[src/hw/rtl/dlrw_pkg.sv]
`timescale 1ns / 1ps

package dlrw_pkg;

	// Input item function codes
	localparam logic [1:0] FUNC_DATA = 2'd0;
	localparam logic [1:0] FUNC_ACK  = 2'd1;
	localparam logic [1:0] FUNC_NACK = 2'd2;
	localparam logic [1:0] FUNC_TICK = 2'd3;

	// Result kinds
	localparam logic [1:0] KIND_DATA   = 2'd0;
	localparam logic [1:0] KIND_ACKACK = 2'd1;
	localparam logic [1:0] KIND_RESEND = 2'd2;

	localparam logic [47:0] TIME_MAX       = 48'hFFFF_FFFF_FFFF;
	localparam logic [30:0] SEQ_MAX        = 31'h7FFF_FFFF;
	localparam logic [30:0] SEQ_RESET      = 31'd1;
	localparam logic [31:0] HALF_RTT_RESET = 32'd40000;

	// Controller to datapath
	typedef struct packed {
		logic capture;
		logic data_commit;
		logic ack_commit;
		logic nack_emit;
		logic mod_start;
		logic rd_head;
		logic rd_nack;
		logic head_adv;
	} cmd_t;

	// Datapath to controller
	typedef struct packed {
		logic [1:0] func;
		logic       nack_in_win;
		logic       mod_done;
		logic       dl_ok;
		logic       head_lt_next;
		logic       slide_hit;
		logic       out_free;
	} sts_t;

	// Saturating 48-bit time plus 32-bit offset
	function automatic logic [47:0] sat_add48(input logic [47:0] a, input logic [31:0] b);
		logic [48:0] s;
		s = {1'b0, a} + {17'd0, b};
		return s[48] ? TIME_MAX : s[47:0];
	endfunction

endpackage

[src/hw/rtl/dlrw_ctrl.sv]
`timescale 1ns / 1ps

module dlrw_ctrl #(
	parameter int WINDOW_DEPTH = 64
) (
	input  logic           clk,
	input  logic           arst_n,
	input  logic           item_valid,
	output logic           item_stall,
	input  dlrw_pkg::sts_t sts,
	output dlrw_pkg::cmd_t cmd
);

	localparam int CW = $clog2(WINDOW_DEPTH + 1);
	localparam logic [CW-1:0] CNT_MAX = CW'(WINDOW_DEPTH);

	typedef enum logic [2:0] {
		ST_IDLE,
		ST_EXEC,
		ST_NMOD,
		ST_NCHK,
		ST_SRD,
		ST_SCHK
	} state_t;

	state_t        state_q, state_nxt;
	logic [CW-1:0] cnt_q;

	always_ff @(posedge clk or negedge arst_n) begin
		if (!arst_n) begin
			state_q <= ST_IDLE;
			cnt_q   <= '0;
		end else begin
			state_q <= state_nxt;
			if (state_q == ST_EXEC) begin
				cnt_q <= '0;
			end else if (cmd.head_adv) begin
				cnt_q <= cnt_q + CW'(1);
			end
		end
	end

	assign item_stall = (state_q != ST_IDLE);

	always_comb begin
		cmd       = '0;
		state_nxt = state_q;
		case (state_q)
			ST_IDLE: begin
				if (item_valid) begin
					cmd.capture = 1'b1;
					state_nxt   = ST_EXEC;
				end
			end
			ST_EXEC: begin
				case (sts.func)
					dlrw_pkg::FUNC_DATA: begin
						if (sts.out_free) begin
							cmd.data_commit = 1'b1;
							state_nxt       = ST_SRD;
						end
					end
					dlrw_pkg::FUNC_ACK: begin
						if (sts.out_free) begin
							cmd.ack_commit = 1'b1;
							state_nxt      = ST_SRD;
						end
					end
					dlrw_pkg::FUNC_NACK: begin
						if (sts.nack_in_win) begin
							cmd.mod_start = 1'b1;
							state_nxt     = ST_NMOD;
						end else begin
							state_nxt = ST_SRD;
						end
					end
					default: begin
						state_nxt = ST_SRD;
					end
				endcase
			end
			ST_NMOD: begin
				if (sts.mod_done) begin
					cmd.rd_nack = 1'b1;
					state_nxt   = ST_NCHK;
				end
			end
			ST_NCHK: begin
				if (!sts.dl_ok) begin
					state_nxt = ST_SRD;
				end else if (sts.out_free) begin
					cmd.nack_emit = 1'b1;
					state_nxt     = ST_SRD;
				end
			end
			ST_SRD: begin
				if (sts.head_lt_next && (cnt_q < CNT_MAX)) begin
					cmd.rd_head = 1'b1;
					state_nxt   = ST_SCHK;
				end else begin
					state_nxt = ST_IDLE;
				end
			end
			ST_SCHK: begin
				if (sts.slide_hit) begin
					cmd.head_adv = 1'b1;
					state_nxt    = ST_SRD;
				end else begin
					state_nxt = ST_IDLE;
				end
			end
			default: begin
				state_nxt = ST_IDLE;
			end
		endcase
	end

endmodule

[config.mk]
export PLATFORM = sky130hd
export DESIGN_NAME = dlrw_ctrl
export DESIGN_NICKNAME = d
export VERILOG_FILES = /design/src/hw/rtl/dlrw_pkg.sv /design/src/hw/rtl/dlrw_ctrl.sv
export SDC_FILE = /design/constraint.sdc
export NUM_CORES = 1
export LEC_CHECK = 0
export BUFFER_PORTS_ARGS = -buffer_cell sky130_fd_sc_hd__buf_2
export CELL_PAD_IN_SITES_DETAIL_PLACEMENT = 0
export CELL_PAD_IN_SITES_GLOBAL_PLACEMENT = 2
export CORE_UTILIZATION = 30
export CTS_CLUSTER_SIZE = 24
export DETAILED_ROUTE_END_ITERATION = 10
export GPL_ROUTABILITY_DRIVEN = 0
export HOLD_SLACK_MARGIN = 0.02
export PLACE_DENSITY_LB_ADDON = 0.12
export SETUP_SLACK_MARGIN = 0.05
export SKIP_LAST_GASP = 1
export SLEW_MARGIN = 40
export SYNTH_ARGS = -nofsm -noshare
export SYNTH_HDL_FRONTEND = slang
export SYNTH_SLANG_ARGS = --single-unit
[constraint.sdc]
create_clock -name clk -period 3.7 [get_ports clk]
set_input_delay 0.185 -clock clk [delete_from_list [all_inputs] [get_ports clk]]
set_output_delay 0.185 -clock clk [all_outputs]
set_load 0.01 [all_outputs]
==> run summary, run 1 <==
Fin cells: 121
Post_cts resized: 0
Vias in the first global route: 552
Detailed Route WL: 1.39 mm
Startpoint Class: flip-flop
Main synth FF type: sky130_fd_sc_hd__dfrtp_1
Number of flops mapped to enable cells by yosys: 0
Utilization of the core after routing: 0.397
LEAKAGE: 0.402 nW
Total via count after detailed routing: 582
# fillers: 222
CTS tree: yes
Number of levels the H-tree was split into: 1
Worst setup slack after placement: 2.10 ns
Dominant cell type by area after synthesis: sky130_fd_sc_hd__dfrtp_1
Final Hold Vio Count: 0
Final layout net count: 107
Post-layout total power: 0.434 mW
Overall track demand over capacity in global routing: 0.142
Number of top-level pins: 20
Dominant combinational cell family by area after synthesis: simple AND/OR/NAND/NOR gates
Post-synthesis share of cell area spent on xor and xnor gates: 0.0539
Core region area: 2000 µm²
Number of warnings reported in the yosys synthesis log: 0
Count of buffers inserted at the top-level ports: 19
Hold WC Path Type: primary input to flip-flop
Detailed Route Iter0 Violations: 9
Areal power density over the cells: 547 nW/µm²
Signed area change from the synthesized netlist to the final layout: 22.4%
Compound-gate portion of the synthesized area: 0.108
CTS buffer count: 3
CTS Root Buffer Type: sky130_fd_sc_hd__clkbuf_4
Synth cell types: 30
Cell area after technology mapping: 649 µm²
Buffer count from post-CTS setup fixing: 0
Antenna Diode Count: 0
Effective utilization at floorplan: 0.324
First-pass iteration count of the detailed router: 4
Least-Margin Pin Slew: 0.412 ns
Syn Inst Count: 73
Number of nets with antenna violations after routing: 0
Commonest cells after routing, fill and taps aside: sky130_fd_sc_hd__buf_2 (19), sky130_fd_sc_hd__dfrtp_1 (10), sky130_fd_sc_hd__nand2_1 (9), sky130_fd_sc_hd__nor2_1 (9), sky130_fd_sc_hd__nor3_1 (5)
Post-synthesis async set-or-reset flop share: 1.00
Final hold slack: 0.266 ns
Register area: 250 µm²
Post-synthesis sequential area ratio: 0.385
Share of post-route cells with drive strength above 1: 0.309
Number of antenna violations at the first check in global routing: 0
Worst-path fanout max: 10
DRC violations left: 0
Final Instance Area: 795 µm²
Remaining global-route overflow: 0
Crit path time final: 1.87 ns
Largest net degree at the start of global routing: 13
Top-area cell type share of the netlist area: 0.385
Post-synthesis register bit count: 10
Most common library cell in the layout ignoring fill and taps: sky130_fd_sc_hd__buf_2
Clock slew at reported path FFs: 0.07 ns
Half-perimeter wire length of the detailed placement result: 1.05 mm
Period Utilization, post-route: 0.505
Tightest slew margin relative to the limit: 0.726
Synth Area in Simple Gates: 0.358
Post-Place Cell Area: 748 µm²
Synthesized area per cell: 8.90 µm²
Routed wirelength normalized by instance count: 11.5 µm
Most area-consuming cells after synthesis: sky130_fd_sc_hd__dfrtp_1 (39%), sky130_fd_sc_hd__nand2_1 (5.2%), sky130_fd_sc_hd__nor2_1 (5.2%), sky130_fd_sc_hd__nor3_1 (3.9%), sky130_fd_sc_hd__nand4b_4 (3.7%)
Clock Sink Count: 10
Result of the run: completed
Worst path required time: 3.51 ns
Maximum clock insertion buffer count: 2
Crit end category: primary output
Floorplan die height: 48.5 µm
Final setup violation count: 0
Kind of critical path: flip-flop to primary output
Syn nets: 85
Multiplexer fraction of the synthesized cell area: 0
Number of cells in the design after placement: 116
Row count: 16
Final Worst Setup Slack: 1.83 ns
Worst Skew: 0.00151 ns
Clock latency of the later-clocked register in the worst-skew pair: 0.27 ns
TNS Setup: 0 ns
Fin. max-slew vios: 0
Area occupied by multi-input gates: 350 µm²
Setup repair after global routing missed its margin: no
Synth Area in Adders: 0.0193
Max-capacitance violation count: 0
Data arrival time of the critical path: 1.69 ns
Maximum operating frequency: 535 MHz
Worst IR Drop VDD: 0.000214 V
Vias per inst: 4.81
Global-route wire length before repair: 2.54 mm
Chip Width: 48.5 µm
Area enclosed by the die boundary: 2350 µm²
-- layer usage --
| layer | vias to the layer above | part of all wire | GRT usage |
|---|---|---|---|
| li1 | 300 | - | - |
| met1 | 260 | 0.52 | 0.201 |
| met2 | 17 | 0.39 | 0.181 |
| met3 | 5 | 0.068 | 0.0660 |
| met4 | 0 | 0.019 | 0.0588 |
| met5 | - | 0 | 0 |
-- worst paths after layout --
| kind | startpoint | end | slack, ns | cells past startpoint |
|---|---|---|---|---|
| setup / recovery | state_q[0]$_DFFE_PN0P_ | cmd[5] | 1.83 | 3 |
| hold / removal | sts[0] | state_q[2]$_DFFE_PN0P_ | 0.27 | 3 |
| setup reg to reg | state_q[0]$_DFFE_PN0P_ | cnt_q[2]$_DFFE_PN0P_ | 2.26 | 4 |
| hold reg to reg | cnt_q[5]$_DFFE_PN0P_ | cnt_q[5]$_DFFE_PN0P_ | 0.56 | 2 |
| max in group asynchronous | arst_n | cnt_q[3]$_DFFE_PN0P_ | 3.22 | 2 |
| min in group asynchronous | arst_n | state_q[2]$_DFFE_PN0P_ | 0.30 | 2 |
-- flip-flops by register name, summed over array words and instances, names as in the netlist --
name	flops
cnt_q	7
state_q	3
-- kinds of logic (layout without fill, tap and decap cells) --
| kind of cell | count (synthesis) | count (layout) |
|---|---|---|
| simple gates | 39 | 39 |
| compound gates | 11 | 11 |
| flops | 10 | 10 |
| buf+inv | 8 | 29 |
| xor+xnor | 4 | 4 |
| fa+ha+maj | 1 | 1 |
-- power by group --
| part | switching [mW] | leakage [nW] | internal, mW |
|---|---|---|---|
| combinational | 0.0763 | 0.245 | 0.0748 |
| clock | 0.0397 | 0.0210 | 0.0598 |
| sequential | 0.0538 | 0.136 | 0.130 |
| total | 0.170 | 0.402 | 0.264 |
-- repair_timing --
action                                 CTS  global route
hold buffers                             1             0
setup endpoints to repair                0             0
endpoints found under the hold margin   10             0
-- worst max-delay path, cell delays in order, from the launching register on --
cell and delay [ns]:
sky130_fd_sc_hd__dfrtp_1 0.55, sky130_fd_sc_hd__nor3b_4 0.43, sky130_fd_sc_hd__nor4b_1 0.26, sky130_fd_sc_hd__buf_2 0.18
-- layout make-up --
cell class | count | share of cell area
Inverter | 5 | 0.0236
Timing Repair Buffer | 20 | 0.132
Clock buffer | 4 | 0.0457
Multi-Input combinational cell | 55 | 0.441
Tap cell | 27 | 0.0425
Sequential cell | 10 | 0.315
-- synthesized netlist by cell type (all sizes together) (2+ instances only) --
| cell | count |
|---|---|
| xnor2 | 2 |
| xor2 | 2 |
| nor2 | 9 |
| nand4 | 2 |
| nand3 | 4 |
| o21ai | 6 |
| buf | 3 |
| dfrtp | 10 |
| nor4b | 2 |
| nor3 | 5 |
| nor3b | 2 |
| nand2 | 9 |
| inv | 5 |
No activity file was read; power rests on OpenSTA's default activity.
==> run 2: changes to the inputs <==
--- a/config.mk
+++ b/config.mk
@@ -8,7 +8,7 @@
 export BUFFER_PORTS_ARGS = -buffer_cell sky130_fd_sc_hd__buf_2
 export CELL_PAD_IN_SITES_DETAIL_PLACEMENT = 0
 export CELL_PAD_IN_SITES_GLOBAL_PLACEMENT = 2
-export CORE_UTILIZATION = 30
+export CORE_UTILIZATION = 28
 export CTS_CLUSTER_SIZE = 24
 export DETAILED_ROUTE_END_ITERATION = 10
 export GPL_ROUTABILITY_DRIVEN = 0
==> constraint.sdc (replaced) <==
create_clock -name clk -period 1.8 [get_ports clk]
set_input_delay 0.09 -clock clk [delete_from_list [all_inputs] [get_ports clk]]
set_output_delay 0.09 -clock clk [all_outputs]
set_load 0.01 [all_outputs]
==> run 2 against run 1 <==
Die area grew 6.8%; global-route usage shrank 1.1 points; critical path depth is the same; power grew 110%; flip-flop and latch count is the same; sequential share of layout area is essentially flat; non-clock buffer count grew 1; sequential power grew 110%; combinational power grew 120%; first-iteration DRC count shrank 44%; clock-buffer cell count is the same; routed wire length is essentially flat; critical endpoint is now cmd[2]; largest cell class unchanged.
==> run summary, run 2 (synthesis results as in run 1) <==
Crit path buffers/inverters: 2 (+1)
Final Hold Vio Count: 0 (unchanged)
Leading registers by flop count: cnt_q x7, state_q x3
Utilization of the core after routing: 0.368 (-0.0285)
Fin. max-slew vios: 0 (unchanged)
Slowest cell delay on critical path: 0.58 ns (+0.03 ns)
Count of buffers inserted at the top-level ports: 19 (unchanged)
Global-route wire length before repair: 2.46 mm (-3.0%)
Result of the run: completed
Kind of critical path: flip-flop to primary output
Worst-path fanout max: 12 (+2)
Area enclosed by the die boundary: 2520 µm² (+6.8%)
Number of top-level pins: 20 (unchanged)
Tightest slew margin relative to the limit: 0.842 (+0.116)
Crit-path leading delay family: simple AND/OR/NAND/NOR gates
Most common library cell in the layout ignoring fill and taps: sky130_fd_sc_hd__buf_2
Startpoint Class: flip-flop
Signed area change from the synthesized netlist to the final layout: 24.3%
Share of post-route cells with drive strength above 1: 0.347 (+0.0389)
TNS Setup: 0 ns (unchanged)
DRC violations left: 0 (unchanged)
Flip-flop count of the largest register, all copies and words added: 7 (unchanged)
Row count: 17 (+1)
Commonest cells after routing, fill and taps aside: sky130_fd_sc_hd__buf_2 (19), sky130_fd_sc_hd__nand2_1 (9), sky130_fd_sc_hd__nor2_1 (9)
Worst IR Drop VDD: 0.000637 V (+200%)
Data arrival time of the critical path: 1.54 ns (-0.15 ns)
Remaining global-route overflow: 0 (unchanged)
Final layout net count: 108 (+0.93%)
Clock Sink Count: 10 (unchanged)
CTS tree: yes
Worst Skew: 0.0105 ns (+0.00903 ns)
LEAKAGE: 0.403 nW (+0.27%)
# fillers: 238 (+7.2%)
Number of antenna violations at the first check in global routing: 0 (unchanged)
Crit path time final: 1.63 ns
Crit end category: primary output
CTS buffer count: 3 (unchanged)
Areal power density over the cells: 1140 nW/µm² (+110%)
Max-capacitance violation count: 0 (unchanged)
Chip Width: 50.2 µm (+3.4%)
Maximum clock insertion buffer count: 2 (unchanged)
Number of levels the H-tree was split into: 1 (unchanged)
First-pass iteration count of the detailed router: 4 (unchanged)
Top register by number of flip-flops: cnt_q
Largest net degree at the start of global routing: 13 (unchanged)
Detailed Route Iter0 Violations: 5 (-4)
Clock latency of the later-clocked register in the worst-skew pair: 0.27 ns (about the same)
Clock slew at reported path FFs: 0.07 ns (about the same)
Overall track demand over capacity in global routing: 0.130 (-0.0112)
CTS Root Buffer Type: sky130_fd_sc_hd__clkbuf_4
Total via count after detailed routing: 598 (+2.7%)
Period Utilization, post-route: 0.903
Least-Margin Pin Slew: 0.236 ns (-0.176 ns)
Setup repair after global routing missed its margin: no
Effective utilization at floorplan: 0.296 (-0.0280)
Cell at the slowest stage of the critical path: sky130_fd_sc_hd__or4_4
Core region area: 2190 µm² (+9.4%)
Number of nets with antenna violations after routing: 0 (unchanged)
Worst path required time: 1.71 ns (-1.80 ns)
Floorplan die height: 50.2 µm (+3.4%)
Antenna Diode Count: 0 (unchanged)
Maximum operating frequency: 615 MHz
Detailed Route WL: 1.39 mm (about the same)
Hold WC Path Type: primary input to flip-flop
Final setup violation count: 0 (unchanged)
Routed wirelength normalized by instance count: 11.3 µm (-1.7%)
CP cell instances: or4_4 > inv_1 > buf_2
Vias in the first global route: 568 (+2.9%)
Vias per inst: 4.86 (+1.1%)
Half-perimeter wire length of the detailed placement result: 1.03 mm (-1.9%)
run 2: cell types whose count changed in the layout (fill, tap and decap cells not counted):
cell,change
sky130_fd_sc_hd__dfrtp_2,+3
sky130_fd_sc_hd__buf_4,+1
sky130_fd_sc_hd__dfrtp_1,-3
run 2: per-stage QoR:
stage | instances | hold slack, ns | cell area, µm² | power [mW] | setup slack, ns
after floorplan | 73 | -0.206 | 649 | 0.633 | 0.455
after global placement | 117 | -0.0325 | 749 | 0.704 | 0.333
after detailed placement | 117 | -0.0372 | 749 | 0.704 | 0.283
after CTS | 123 | 0.166 | 803 | 0.926 | 0.0887
after global routing | 123 | 0.169 | 807 | 1.00 | 0.102
final | 123 | 0.162 | 807 | 0.921 | 0.174
run 2: final cells by class:
class | instances | area [µm²] | share of cell area
timing repair buffer | 21 | 113 | 0.140
tap | 28 | 35.0 | 0.0434
sequential | 10 | 254 | 0.315
inverter | 5 | 18.8 | 0.0233
multi-input combinational | 55 | 350 | 0.434
clock buffer | 4 | 36.3 | 0.0450
run 2: final timing paths:
check | slack, ns | cells past startpoint | to | from
max | 0.17 | 3 | cmd[2] | state_q[1]$_DFFE_PN0P_
min | 0.16 | 3 | cnt_q[0]$_DFFE_PN0P_ | sts[1]
max reg2reg | 0.47 | 5 | cnt_q[2]$_DFFE_PN0P_ | state_q[1]$_DFFE_PN0P_
min reg2reg | 0.54 | 1 | cnt_q[2]$_DFFE_PN0P_ | cnt_q[2]$_DFFE_PN0P_
max in group asynchronous | 1.39 | 2 | state_q[0]$_DFFE_PN0P_ | arst_n
min in group asynchronous | 0.21 | 2 | state_q[2]$_DFFE_PN0P_ | arst_n
run 2: report_power, final:
part / total [mW] / internal [mW] / leakage, nW / switching [mW]
clock: 0.200 / 0.123 / 0.0210 / 0.0769
sequential: 0.391 / 0.273 / 0.132 / 0.118
combinational: 0.330 / 0.168 / 0.250 / 0.162
total: 0.921 / 0.564 / 0.403 / 0.357
run 2: what timing repair did:
action                                  CTS  global route
hold buffers                              1             0
endpoints found under the hold margin    10             0
endpoints found under the setup margin    2             3
resized for setup                         0             3
pin swaps                                 0             0
cloned                                    0             0
buffers inserted                          1             0
run 2: metal layers:
layer | share of wire | vias to the layer above | track usage
met2 | 0.43 | 14 | 0.180
met5 | 0 | - | 0
li1 | - | 302 | -
met1 | 0.51 | 280 | 0.186
met3 | 0.054 | 2 | 0.0545
met4 | 0.0058 | 0 | 0.0286
run 2: worst reg2reg max path, delay by kind of cell (launching register included):
| family | cells | cell delay, ns |
|---|---|---|
| DFF | 1 | 0.50 |
| buffers and inverters | 1 | 0.18 |
| and+or+nand+nor | 2 | 0.33 |
| AOI/OAI and AO/OA | 2 | 0.20 |
